<file path="config.mk">
export PLATFORM = sky130hd
export DESIGN_NAME = least_loaded_server_assign
export DESIGN_NICKNAME = d
export VERILOG_FILES = /design/src/rtl/llsa_pkg.sv /design/src/rtl/least_loaded_server_assign.sv /design/src/rtl/llsa_heap_mem.sv
export SDC_FILE = /design/constraint.sdc
export NUM_CORES = 1
export LEC_CHECK = 0
export BUFFER_PORTS_ARGS = -buffer_cell sky130_fd_sc_hd__buf_2
export CAP_MARGIN = 20
export CORE_MARGIN = 4
export CORE_UTILIZATION = 40
export CTS_BUF_LIST = sky130_fd_sc_hd__clkbuf_8
export DETAILED_ROUTE_END_ITERATION = 7
export GPL_ROUTABILITY_DRIVEN = 0
export PLACE_DENSITY = 0.53
export SLEW_MARGIN = 20
export SYNTH_ARGS = -nofsm -noshare
export SYNTH_HDL_FRONTEND = slang
export SYNTH_SLANG_ARGS = --single-unit
</file>
<file path="constraint.sdc">
create_clock -name clk_i -period 23.3 [get_ports clk_i]
set_clock_uncertainty 0.05 [all_clocks]
set_input_delay 5.825 -clock clk_i [delete_from_list [all_inputs] [get_ports clk_i]]
set_output_delay 5.825 -clock clk_i [all_outputs]
set_load 0.01 [all_outputs]
</file>
<file path="src/rtl/llsa_pkg.sv">
// Shared types and constants for the least-loaded server assignment block.
// Used by llsa_heap_mem and least_loaded_server_assign; no dependencies.
`timescale 1ns / 1ps
`default_nettype none

package llsa_pkg;

  localparam int MAX_SERVERS = 16;
  // heap slot index, server count and child index widths
  localparam int SLOT_W      = (MAX_SERVERS > 1) ? $clog2(MAX_SERVERS) : 1;
  localparam int CNT_W       = $clog2(MAX_SERVERS + 1);
  localparam int IDX_W       = SLOT_W + 2;
  localparam int LOAD_W      = 32;
  localparam int LEN_W       = 16;
  localparam int SRV_OUT_W   = 4;
  localparam int CFG_W       = 5;
  localparam int CNT_RESET   = (MAX_SERVERS < 16) ? MAX_SERVERS : 16;

  // one heap slot: busy-until time and the server it belongs to
  typedef struct packed {
    logic [LOAD_W-1:0] load;
    logic [SLOT_W-1:0] srv;
  } entry_t;

  // heap memory request from the controller
  typedef struct packed {
    logic              clr;
    logic              we;
    logic [SLOT_W-1:0] waddr;
    entry_t            wdata;
    logic              re;
    logic [SLOT_W-1:0] raddr_a;
    logic [SLOT_W-1:0] raddr_b;
  } mem_req_t;

  // a orders before b: lower busy time, then lower server
  function automatic logic slot_before(input entry_t a, input entry_t b);
    logic r;
    if (a.load != b.load) begin
      r = (a.load < b.load);
    end else begin
      r = (a.srv < b.srv);
    end
    return r;
  endfunction

endpackage

`default_nettype wire

</file>
<file path="src/rtl/least_loaded_server_assign.sv">
// Least-loaded server assignment: after a job is accepted, the root read (S_ROOT)
// loads the result register once the output is not stalled. A job holds the block
// from idle through the root read and then one compare/write step per heap level
// walked; the sift-down through the single heap memory sets how long that takes.
// Reset: 16 servers, all busy times zero. A server count write clears them too.
// Top level: job FSM and result register; storage in llsa_heap_mem (llsa_pkg).
`timescale 1ns / 1ps
`default_nettype none

module least_loaded_server_assign (
  input  wire logic                           clk_i,
  input  wire logic                           rst_ni,
  input  wire logic                           cfg_valid_i,
  output logic                                cfg_ready_o,
  input  wire logic [llsa_pkg::CFG_W-1:0]     cfg_server_count_i,
  input  wire logic                           in_valid_i,
  output logic                                in_stall_o,
  input  wire logic [llsa_pkg::LEN_W-1:0]     job_length_i,
  output logic                                out_valid_o,
  input  wire logic                           out_stall_i,
  output logic [llsa_pkg::SRV_OUT_W-1:0]      server_index_o,
  output logic [llsa_pkg::LOAD_W-1:0]         start_time_o,
  output logic [llsa_pkg::LOAD_W-1:0]         finish_time_o
);
  import llsa_pkg::*;

  typedef enum logic [1:0] {
    S_IDLE,
    S_ROOT,
    S_CMP
  } state_e;

  state_e                 state_q;
  logic [SLOT_W-1:0]      pos_q;
  entry_t                 cur_q;
  logic [CNT_W-1:0]       cnt_q;
  logic [LEN_W-1:0]       len_q;
  logic                   out_valid_q;
  logic [SRV_OUT_W-1:0]   srv_out_q;
  logic [LOAD_W-1:0]      start_q;
  logic [LOAD_W-1:0]      finish_q;

  mem_req_t               req;
  entry_t                 rd_a;
  entry_t                 rd_b;

  logic                   accept;
  logic                   cfg_wr;
  logic                   out_free;
  logic                   out_load;
  logic [LOAD_W:0]        sum;
  logic [LOAD_W-1:0]      fin;
  logic [IDX_W-1:0]       cnt_x;
  logic [IDX_W-1:0]       lidx;
  logic [IDX_W-1:0]       ridx;
  logic                   l_ok;
  logic                   r_ok;
  entry_t                 best;
  logic [SLOT_W-1:0]      best_slot;
  logic                   best_cur;
  logic [IDX_W-1:0]       nl;
  logic [CNT_W-1:0]       cnt_new;

  llsa_heap_mem u_mem (
    .clk_i  (clk_i),
    .rst_ni (rst_ni),
    .req_i  (req),
    .rd_a_o (rd_a),
    .rd_b_o (rd_b)
  );

  // a pending count write goes first; the job waits while cfg_valid_i is high
  assign accept      = in_valid_i && !in_stall_o;
  assign cfg_wr      = cfg_valid_i && cfg_ready_o;
  assign cfg_ready_o = (state_q == S_IDLE);
  assign in_stall_o  = (state_q != S_IDLE) || cfg_valid_i;
  assign out_free    = !out_valid_q || !out_stall_i;
  assign out_load    = (state_q == S_ROOT) && out_free;

  always_comb begin
    if (cfg_server_count_i == '0) begin
      cnt_new = CNT_W'(1);
    end else if (int'(cfg_server_count_i) > MAX_SERVERS) begin
      cnt_new = CNT_W'(MAX_SERVERS);
    end else begin
      cnt_new = CNT_W'(cfg_server_count_i);
    end
  end

  // saturating finish time of the root job
  assign sum = {1'b0, rd_a.load} + (LOAD_W+1)'(len_q);
  assign fin = sum[LOAD_W] ? '1 : sum[LOAD_W-1:0];

  // children of the current slot
  assign cnt_x = IDX_W'(cnt_q);
  assign lidx  = {1'b0, pos_q, 1'b1};
  assign ridx  = lidx + IDX_W'(1);
  assign l_ok  = (lidx < cnt_x);
  assign r_ok  = (ridx < cnt_x);

  always_comb begin
    best      = cur_q;
    best_slot = pos_q;
    best_cur  = 1'b1;
    if (l_ok && slot_before(rd_a, best)) begin
      best      = rd_a;
      best_slot = SLOT_W'(lidx);
      best_cur  = 1'b0;
    end
    if (r_ok && slot_before(rd_b, best)) begin
      best      = rd_b;
      best_slot = SLOT_W'(ridx);
      best_cur  = 1'b0;
    end
  end

  assign nl = {1'b0, best_slot, 1'b1};

  always_comb begin
    req         = '0;
    req.clr     = cfg_wr;
    req.wdata   = cur_q;
    req.waddr   = pos_q;
    case (state_q)
      S_IDLE: begin
        req.re      = accept;
        req.raddr_a = '0;
        req.raddr_b = '0;
      end
      S_ROOT: begin
        // children of the root
        req.re      = out_free && (cnt_x > IDX_W'(1));
        req.raddr_a = SLOT_W'(1);
        req.raddr_b = SLOT_W'(2);
      end
      S_CMP: begin
        req.we = 1'b1;
        if (!best_cur) begin
          // promote the smaller child, keep walking down
          req.wdata   = best;
          req.re      = (nl < cnt_x);
          req.raddr_a = SLOT_W'(nl);
          req.raddr_b = SLOT_W'(nl + IDX_W'(1));
        end
      end
      default: begin
        req.re = 1'b0;
      end
    endcase
  end

  always_ff @(posedge clk_i or negedge rst_ni) begin
    if (!rst_ni) begin
      state_q     <= S_IDLE;
      pos_q       <= '0;
      cur_q       <= '0;
      cnt_q       <= CNT_W'(CNT_RESET);
      len_q       <= '0;
      out_valid_q <= 1'b0;
      srv_out_q   <= '0;
      start_q     <= '0;
      finish_q    <= '0;
    end else begin
      if (out_load) begin
        out_valid_q <= 1'b1;
      end else if (out_valid_q && !out_stall_i) begin
        out_valid_q <= 1'b0;
      end
      if (cfg_wr) begin
        cnt_q <= cnt_new;
      end
      case (state_q)
        S_IDLE: begin
          if (accept) begin
            len_q   <= job_length_i;
            state_q <= S_ROOT;
          end
        end
        S_ROOT: begin
          if (out_free) begin
            srv_out_q   <= SRV_OUT_W'(rd_a.srv);
            start_q     <= rd_a.load;
            finish_q    <= fin;
            cur_q       <= entry_t'{load: fin, srv: rd_a.srv};
            pos_q       <= '0;
            state_q     <= S_CMP;
          end
        end
        S_CMP: begin
          if (best_cur) begin
            state_q <= S_IDLE;
          end else begin
            pos_q <= best_slot;
          end
        end
        default: begin
          state_q <= S_IDLE;
        end
      endcase
    end
  end

  assign out_valid_o    = out_valid_q;
  assign server_index_o = srv_out_q;
  assign start_time_o   = start_q;
  assign finish_time_o  = finish_q;

  a_write_in_range: assert property (@(posedge clk_i) disable iff (!rst_ni)
    req.we |-> (IDX_W'(req.waddr) < cnt_x))
    else $error("heap write beyond server count");

  a_accept_to_root: assert property (@(posedge clk_i) disable iff (!rst_ni)
    accept |=> (state_q == S_ROOT))
    else $error("accepted word did not start a root read");

  a_finish_ge_start: assert property (@(posedge clk_i) disable iff (!rst_ni)
    out_valid_o |-> (finish_time_o >= start_time_o))
    else $error("finish time below start time");

  a_sift_moves_down: assert property (@(posedge clk_i) disable iff (!rst_ni)
    (state_q == S_CMP) && !best_cur |=> (state_q == S_CMP) && (pos_q > $past(pos_q)))
    else $error("sift-down did not descend");

endmodule

`default_nettype wire

</file>
<file path="src/rtl/llsa_heap_mem.sv">
// Heap storage: one write port, two registered read ports, per-slot valid bits.
// An unwritten slot reads as zero load holding its own server. Uses llsa_pkg.
`timescale 1ns / 1ps
`default_nettype none

module llsa_heap_mem (
  input  wire logic              clk_i,
  input  wire logic              rst_ni,
  input  wire llsa_pkg::mem_req_t req_i,
  output llsa_pkg::entry_t       rd_a_o,
  output llsa_pkg::entry_t       rd_b_o
);
  import llsa_pkg::*;

  entry_t                 mem [MAX_SERVERS];
  logic [MAX_SERVERS-1:0] vld_q;
  entry_t                 rd_a_q;
  entry_t                 rd_b_q;

  always_ff @(posedge clk_i or negedge rst_ni) begin
    if (!rst_ni) begin
      vld_q <= '0;
    end else if (req_i.clr) begin
      vld_q <= '0;
    end else if (req_i.we) begin
      vld_q[req_i.waddr] <= 1'b1;
    end
  end

  always_ff @(posedge clk_i) begin
    if (req_i.we) begin
      mem[req_i.waddr] <= req_i.wdata;
    end
  end

  // read data holds until the next read
  always_ff @(posedge clk_i) begin
    if (req_i.re) begin
      rd_a_q <= vld_q[req_i.raddr_a] ? mem[req_i.raddr_a]
                                     : entry_t'{load: '0, srv: req_i.raddr_a};
      rd_b_q <= vld_q[req_i.raddr_b] ? mem[req_i.raddr_b]
                                     : entry_t'{load: '0, srv: req_i.raddr_b};
    end
  end

  assign rd_a_o = rd_a_q;
  assign rd_b_o = rd_b_q;

endmodule

`default_nettype wire

</file>
==> results.md, run 1 <==
### Worst setup path
- **reg-to-reg setup timing slack** 12.41 ns
- **destination of the critical timing path** in_stall_o
- **beginning of the critical path** cfg_valid_i
- **Worst Path Required** 17.43 ns
- **Crit Reg-Reg Startpoint** u_mem.rd_a_o[15]$_SDFFCE_PP0P_
- **Critical Path End Type** output port
- **maximum net fanout on the critical path** 3
- **Critical Path AT** 6.20 ns
- **startpoint types** input pin
- **cell depth of the worst flop-to-flop path** 28
- **startpoint-to-endpoint class of the critical path** in -> out
- **endpoint of the worst-slack reg-to-reg timing path** u_mem.rd_b_o[1]$_DFFE_PP_

### Detailed routing
- **Vias** 24300
- **average via count per standard cell** 5.58
- **WL/cell** 24.4 um
- **number of remaining DRC errors** 0
- **Antenna Violating Nets Remaining** 0
- **wirelength, routed** 106 mm
- **number of DRC markers in iteration 0** 2312
- **number of iterations in the first detailed-routing pass** 5

### Place
- **placed inst area** 0.0372 sq mm
- **Place WS** 11.22 ns
- **buffers added on ports** 96
- **detailed placement HPWL** 58.6 mm

### Global route
- **number of antenna violations at the first check in global routing** 1
- **global-route wire length before repair** 156 mm
- **overflow left after global routing** 0
- **Total GRT Usage** 22.5%
- **pin count of the biggest net entering global routing** 143
- **vias in the first global route** 24000

### Synth
- **Syn Nets** 3080
- **synth unique cells** 76
- **fraction of synthesized cell area taken by the top area cell type** 55.3%
- **cell area after synthesis** 0.0352 sq mm
- **fraction of synthesis flops using an asynchronous set or reset pin** 14.7%
- **synthesized instance count** 2947
- **leading cell types by total area after synthesis** sky130_fd_sc_hd__edfxtp_1 (55%), sky130_fd_sc_hd__dfrtp_1 (7.9%), sky130_fd_sc_hd__nand2_1 (4.7%), sky130_fd_sc_hd__o211ai_1 (4.3%), sky130_fd_sc_hd__mux2i_1 (4.3%)
- **number of synthesized flops with an enable pin** 648
- **synth cell count leaders** sky130_fd_sc_hd__edfxtp_1 (648), sky130_fd_sc_hd__nand2_1 (443), sky130_fd_sc_hd__nor2_1 (329)
- **most frequent cell after synthesis** sky130_fd_sc_hd__edfxtp_1
- **Most used DFF post-synth** sky130_fd_sc_hd__edfxtp_1
- **portion of the post-synthesis area used by sequential elements** 63.2%
- **post-synthesis sequential element count** 760
- **Avg Synthesized Cell Area** 12.0 sq um
- **number of warnings printed during yosys synthesis** 0
- **library cell with the largest summed area after synthesis** sky130_fd_sc_hd__edfxtp_1

### Die
- **top-level I/O count** 97
- **Die Ht** 305 um
- **effective utilization at floorplan** 40.5%
- **core outline area** 0.0870 sq mm
- **site row count** 108
- **die span in x** 305 um
- **Die Outline Area** 0.0929 sq mm

### Timing
- **Final TNS setup** 0 ns
- **highest achievable clock rate** 82.8 MHz
- **Least-Margin Pin Slew** 1.08 ns
- **number of failing hold endpoints at the final stage** 0
- **RSZ-0062 raised after global routing** false
- **# setup viols final** 0
- **shortest period the worst path allows** 12.07 ns
- **Slew HR** 28.3%
- **final setup slack of the worst path** 11.23 ns
- **number of pins exceeding their max-slew limit in the final report** 0
- **part of the cycle the worst path needs** 51.8%

### Final layout
- **number of nets in the final layout** 3216
- **share of final-layout standard cells stronger than drive strength 1** 14.3%
- **area growth from synthesis to layout** 13.0%
- **cell area after layout** 0.0398 sq mm
- **Filler Cells Inserted** 7945

### Clock network
- **clock transition at the registers of the reported paths** 0.05 ns
- **clock buffer depth** 3
- **# Post-CTS Setup Buffers** 0
- **post_cts resized** 0
- **TritonCTS Sinks** 760
- **clock tree from TritonCTS** yes
- **number of buffers added to fix hold violations after cts** 0
- **CTS Buf Count** 134
- **H-tree levels** 4
- **clock network latency to the later pin of the worst-skew pair** 0.79 ns
- **master cell of the clock root buffer** sky130_fd_sc_hd__clkbuf_8

### Min path
- **type of the most critical hold path** reg -> reg

### Job
- **max capacitance violation total** 0

### Run status
- **outcome** finished, final reports clean

## metrics by stage
step | hold WS (ns) | std cells | util [%]
6_report | 0.422 | 4347 | 45.7
5_1_grt | 0.444 | 4347 | 45.7
4_1_cts | 0.427 | 4346 | 45.7
3_5_place_dp | 0.412 | 4102 | 42.8
3_3_place_gp | 0.407 | 4102 | 42.8
2_1_floorplan | 0.399 | 2947 | -
## worst max-delay path: stages
cell	delay, ns
sky130_fd_sc_hd__buf_2	0.11
sky130_fd_sc_hd__nand2b_1	0.13
sky130_fd_sc_hd__buf_2	0.14
## layer usage
layer	wire (um)	track usage (%)
met1	45900	30.6
met2	48900	35.8
met3	8100	5.27
met4	3020	7.28
met5	0	0
## registers in the layout, indices dropped and copies added (netlist names)
signal,cells
cnt_q,5
finish_time_o,32
len_q,16
out_valid_o,1
pos_q,4
server_index_o,4
start_time_o,32
state_q,2
u_mem.mem,576
u_mem.rd_a_o,36
u_mem.rd_b_o,36
u_mem.vld_q,16
## cell type report
| cell class | instances | area (sq um) | area share [%] |
|---|---|---|---|
| antenna | 1 | 2.50 | 0.00629 |
| clock buffer | 148 | 2040 | 5.12 |
| clock inverter | 96 | 523 | 1.31 |
| inverter | 65 | 244 | 0.613 |
| multi-input combinational | 1947 | 12200 | 30.6 |
| sequential | 760 | 22300 | 56.0 |
| tap | 1155 | 1450 | 3.63 |
| timing repair buffer | 175 | 1100 | 2.78 |
## cell families (layout without fill, tap and decap cells)
group | Yosys count | in the layout | share of synthesized area [%]
compound gates | 583 | 583 | 10.9
xor+xnor | 29 | 29 | 0.721
fa+ha+maj | 107 | 107 | 3.82
buf+inv | 240 | 484 | 2.99
flops | 760 | 760 | 63.2
mux | 208 | 208 | 6.21
other cells | 0 | 1 | 0
simple gates | 1020 | 1020 | 12.2
## worst min path at each step
stage / start / to / slack [ns] / cells past startpoint
global route: start_time_o[14]$_DFFE_PN0P_ / start_time_o[14]$_DFFE_PN0P_ / 0.44 / 2
floorplan: cnt_q[0]$_DFFE_PN0P_ / cnt_q[0]$_DFFE_PN0P_ / 0.40 / 2
detailed placement: start_time_o[6]$_DFFE_PN0P_ / start_time_o[6]$_DFFE_PN0P_ / 0.41 / 2
finish: start_time_o[21]$_DFFE_PN0P_ / start_time_o[21]$_DFFE_PN0P_ / 0.42 / 2
CTS: start_time_o[6]$_DFFE_PN0P_ / start_time_o[6]$_DFFE_PN0P_ / 0.43 / 2
global placement: start_time_o[24]$_DFFE_PN0P_ / start_time_o[24]$_DFFE_PN0P_ / 0.41 / 2
## layout by cell type (no fill, tap or decap), types with 26 or more instances in the layout
cell and n:
sky130_fd_sc_hd__edfxtp_1 648, sky130_fd_sc_hd__nand2_1 442, sky130_fd_sc_hd__nor2_1 315, sky130_fd_sc_hd__o211ai_1 203, sky130_fd_sc_hd__a21oi_1 170, sky130_fd_sc_hd__mux2i_1 150, sky130_fd_sc_hd__clkbuf_8 148, sky130_fd_sc_hd__nand3_1 122
sky130_fd_sc_hd__dfrtp_1 111, sky130_fd_sc_hd__ha_1 106, sky130_fd_sc_hd__inv_1 103, sky130_fd_sc_hd__buf_2 95, sky130_fd_sc_hd__o21ai_0 80, sky130_fd_sc_hd__buf_4 77, sky130_fd_sc_hd__mux2_2 54, sky130_fd_sc_hd__and3_1 36
sky130_fd_sc_hd__clkinv_1 30, sky130_fd_sc_hd__a22oi_1 26
Power of run 1 is left out: the tool's default activity adds up to more than one toggle a clock period on the data nets, which glitch-free logic cannot reach.
==> run 2: changes to the inputs <==
--- a/config.mk
+++ b/config.mk
@@ -5,6 +5,7 @@
 export SDC_FILE = /design/constraint.sdc
 export NUM_CORES = 1
 export LEC_CHECK = 0
+export ABC_AREA = 1
 export BUFFER_PORTS_ARGS = -buffer_cell sky130_fd_sc_hd__buf_2
 export CAP_MARGIN = 20
 export CORE_MARGIN = 4
@@ -12,7 +13,7 @@
 export CTS_BUF_LIST = sky130_fd_sc_hd__clkbuf_8
 export DETAILED_ROUTE_END_ITERATION = 7
 export GPL_ROUTABILITY_DRIVEN = 0
-export PLACE_DENSITY = 0.53
+export PLACE_DENSITY = 0.55
 export SLEW_MARGIN = 20
 export SYNTH_ARGS = -nofsm -noshare
 export SYNTH_HDL_FRONTEND = slang
==> constraint.sdc (replaced) <==
create_clock -name clk_i -period 10.3 [get_ports clk_i]
set_clock_uncertainty 0.05 [all_clocks]
set_input_delay 2.575 -clock clk_i [delete_from_list [all_inputs] [get_ports clk_i]]
set_output_delay 2.575 -clock clk_i [all_outputs]
set_load 0.01 [all_outputs]
==> results.md, run 2 <==
### Clock network
- **post_cts resized** 0, unchanged
- **TritonCTS Sinks** 760, unchanged
- **master cell of the clock root buffer** sky130_fd_sc_hd__clkbuf_8, unchanged
- **clock transition at the registers of the reported paths** 0.06 ns, was 0.05 ns
- **# Post-CTS Setup Buffers** 0, unchanged
- **clock tree from TritonCTS** yes, unchanged
- **number of buffers added to fix hold violations after cts** 0, unchanged
- **H-tree levels** 3, was 4
- **CTS Buf Count** 119, was 134
- **clock network latency to the later pin of the worst-skew pair** 0.78 ns, was 0.79 ns
- **clock buffer depth** 3, unchanged

### Synth
- **Syn Nets** 3689, was 3080
- **leading cell types by total area after synthesis** sky130_fd_sc_hd__edfxtp_1 (53%), sky130_fd_sc_hd__dfrtp_1 (7.6%), sky130_fd_sc_hd__nand3_1 (7.5%), sky130_fd_sc_hd__nand2_1 (7.3%), sky130_fd_sc_hd__inv_1 (3.8%), was sky130_fd_sc_hd__edfxtp_1 (55%), sky130_fd_sc_hd__dfrtp_1 (7.9%), sky130_fd_sc_hd__nand2_1 (4.7%), sky130_fd_sc_hd__o211ai_1 (4.3%), sky130_fd_sc_hd__mux2i_1 (4.3%)
- **Avg Synthesized Cell Area** 10.3 sq um, was 12.0 sq um
- **fraction of synthesized cell area taken by the top area cell type** 53.3%, was 55.3%
- **post-synthesis sequential element count** 760, unchanged
- **most frequent cell after synthesis** sky130_fd_sc_hd__nand2_1, was sky130_fd_sc_hd__edfxtp_1
- **synth unique cells** 56, was 76
- **library cell with the largest summed area after synthesis** sky130_fd_sc_hd__edfxtp_1, unchanged
- **number of synthesized flops with an enable pin** 648, unchanged
- **synth cell count leaders** sky130_fd_sc_hd__nand2_1 (709), sky130_fd_sc_hd__edfxtp_1 (648), sky130_fd_sc_hd__nand3_1 (545), was sky130_fd_sc_hd__edfxtp_1 (648), sky130_fd_sc_hd__nand2_1 (443), sky130_fd_sc_hd__nor2_1 (329)
- **synthesized instance count** 3556, was 2947
- **fraction of synthesis flops using an asynchronous set or reset pin** 14.7%, unchanged
- **portion of the post-synthesis area used by sequential elements** 61.0%, was 63.2%
- **cell area after synthesis** 0.0365 sq mm, was 0.0352 sq mm
- **number of warnings printed during yosys synthesis** 0, unchanged
- **Most used DFF post-synth** sky130_fd_sc_hd__edfxtp_1, unchanged

### Worst setup path
- **slowest stage cell on the critical path** sky130_fd_sc_hd__inv_2, was sky130_fd_sc_hd__buf_2
- **startpoint types** flip-flop, was input pin
- **dominant delay contributor by cell family on the critical path** simple AND/OR/NAND/NOR gates, was buffers and inverters
- **maximum net fanout on the critical path** 81, was 3
- **Critical Path End Type** flip-flop, was output port
- **total buffers and inverters traversed by the critical path** 7, was 2
- **Critical Path AT** 8.49 ns, was 6.20 ns
- **cell seen most often among critical-path stages** sky130_fd_sc_hd__nand2_1, was sky130_fd_sc_hd__buf_2
- **startpoint-to-endpoint class of the critical path** reg -> reg, was in -> out
- **Slowest Stage Delay on Critical Path** 0.61 ns, was 0.14 ns
- **Worst Path Required** 10.75 ns, was 17.43 ns

### Detailed routing
- **number of remaining DRC errors** 0, unchanged
- **WL met2** 52.2 mm, was 48.9 mm
- **Met3 Routed Length** 10.2 mm, was 8.10 mm
- **number of DRC markers in iteration 0** 2743, was 2312
- **top routing layer in use** met4, unchanged
- **number of iterations in the first detailed-routing pass** 5, unchanged
- **Vias** 27400, was 24300
- **wirelength, routed** 116 mm, was 106 mm
- **WL/cell** 23.5 um, was 24.4 um
- **average via count per standard cell** 5.56, was 5.58
- **Antenna Violating Nets Remaining** 0, unchanged
- **total routed wire length on the met1 layer** 50.2 mm, was 45.9 mm

### Die
- **core outline area** 0.0903 sq mm, was 0.0870 sq mm
- **Die Outline Area** 0.0961 sq mm, was 0.0929 sq mm
- **die span in x** 310 um, was 305 um
- **site row count** 110, was 108
- **effective utilization at floorplan** 40.4%, was 40.5%
- **top-level I/O count** 97, unchanged
- **Die Ht** 310 um, was 305 um

### Timing
- **part of the cycle the worst path needs** 78.0%
- **number of pins exceeding their max-slew limit in the final report** 0, unchanged
- **RSZ-0062 raised after global routing** false, unchanged
- **Final TNS setup** 0 ns, unchanged
- **shortest period the worst path allows** 8.04 ns
- **number of failing hold endpoints at the final stage** 0, unchanged
- **highest achievable clock rate** 124 MHz
- **# setup viols final** 0, unchanged
- **Slew HR** 24.5%, was 28.3%
- **Least-Margin Pin Slew** 1.13 ns, was 1.08 ns

### Min path
- **type of the most critical hold path** reg -> reg, unchanged

### Global route
- **pin count of the biggest net entering global routing** 149, was 143
- **global-route wire length before repair** 169 mm, was 156 mm
- **Total GRT Usage** 23.6%, was 22.5%
- **number of antenna violations at the first check in global routing** 2, was 1
- **overflow left after global routing** 0, unchanged
- **vias in the first global route** 25800, was 24000

### Run status
- **outcome** finished, final reports clean, unchanged

### Final layout
- **flip-flop count of the largest register, all copies and words added** 576, unchanged
- **share of final-layout standard cells stronger than drive strength 1** 12.1%, was 14.3%
- **largest reg by FF count** u_mem.mem, unchanged
- **most frequent standard cell in the layout excluding fill and tap cells** sky130_fd_sc_hd__nand2_1, was sky130_fd_sc_hd__edfxtp_1
- **most used cells in the layout excluding fill and tap cells** sky130_fd_sc_hd__nand2_1 (706), sky130_fd_sc_hd__edfxtp_1 (648), sky130_fd_sc_hd__nand3_1 (544), was sky130_fd_sc_hd__edfxtp_1 (648), sky130_fd_sc_hd__nand2_1 (442), sky130_fd_sc_hd__nor2_1 (315)
- **area growth from synthesis to layout** 11.0%, was 13.0%
- **number of nets in the final layout** 3778, was 3216

### Place
- **buffers added on ports** 96, unchanged
- **detailed placement HPWL** 64.7 mm, was 58.6 mm

### Job
- **max capacitance violation total** 0, unchanged

[run 2: cell families (layout without fill, tap and decap cells)]
group           Yosys count  after routing  synth area share (%)
other cells               0              1                     0
xor+xnor                 20             20                 0.501
buf+inv                 593            781                  6.84
flops                   760            760                  61.0
mux                      16             16                 0.494
fa+ha+maj               107            107                  3.69
simple gates           1521           1521                  18.9
compound gates          539            539                  8.60
[run 2: metrics by stage]
stage | area, sq um | hold slack, ns | utilization [%] | instances | worst slack [ns]
CTS | 40500 | 0.418 | 44.8 | 4919 | 1.88
detailed placement | 38200 | 0.403 | 42.3 | 4699 | 1.93
global route | 40500 | 0.435 | 44.9 | 4921 | 1.84
finish | 40500 | 0.413 | 44.9 | 4921 | 2.26
global placement | 38200 | 0.400 | 42.3 | 4699 | 2.06
floorplan | 36500 | 0.404 | - | 3556 | 1.85
[run 2: path summary, 6_finish.rpt]
check	start	endpoint	slack, ns	cells after the start
worst max register to register	u_mem.rd_a_o[27]$_SDFFCE_PP0P_	u_mem.rd_a_o[2]$_DFFE_PP_	2.26	30
worst min-delay path	start_time_o[14]$_DFFE_PN0P_	start_time_o[14]$_DFFE_PN0P_	0.41	2
min in group asynchronous	rst_ni	u_mem.vld_q[6]$_DFFE_PN0P_	1.78	1
worst max-delay path	u_mem.rd_a_o[27]$_SDFFCE_PP0P_	u_mem.rd_a_o[2]$_DFFE_PP_	2.26	30
max in group asynchronous	rst_ni	finish_time_o[20]$_DFFE_PN0P_	7.12	2
worst min register to register	start_time_o[14]$_DFFE_PN0P_	start_time_o[14]$_DFFE_PN0P_	0.41	2
[run 2: area by class of cell]
type                            count  area, sq um
Fill cell                        8593        49800
Sequential cell                   760        22300
Multi-Input combinational cell   2203        12000
Clock buffer                      129         1780
Tap cell                         1176         1470
Inverter                          383         1440
Timing Repair Buffer              178         1130
Clock inverter                     91          468
Antenna cell                        1         2.50
[run 2: layer usage]
layer  GRT usage [%]  vias to the layer above
li1                -                    12600
met1            33.5                    13400
met2            37.4                     1257
met3            3.59                      197
met4            7.47                        0
met5               0                        -
[run 2: tightest hold or removal path: cells and delay by family, from the launching register on]
family	cells	cell delay (ns)
and+or+nand+nor	2	0.09
DFF	1	0.33
Power of run 2 is left out for the same reason.
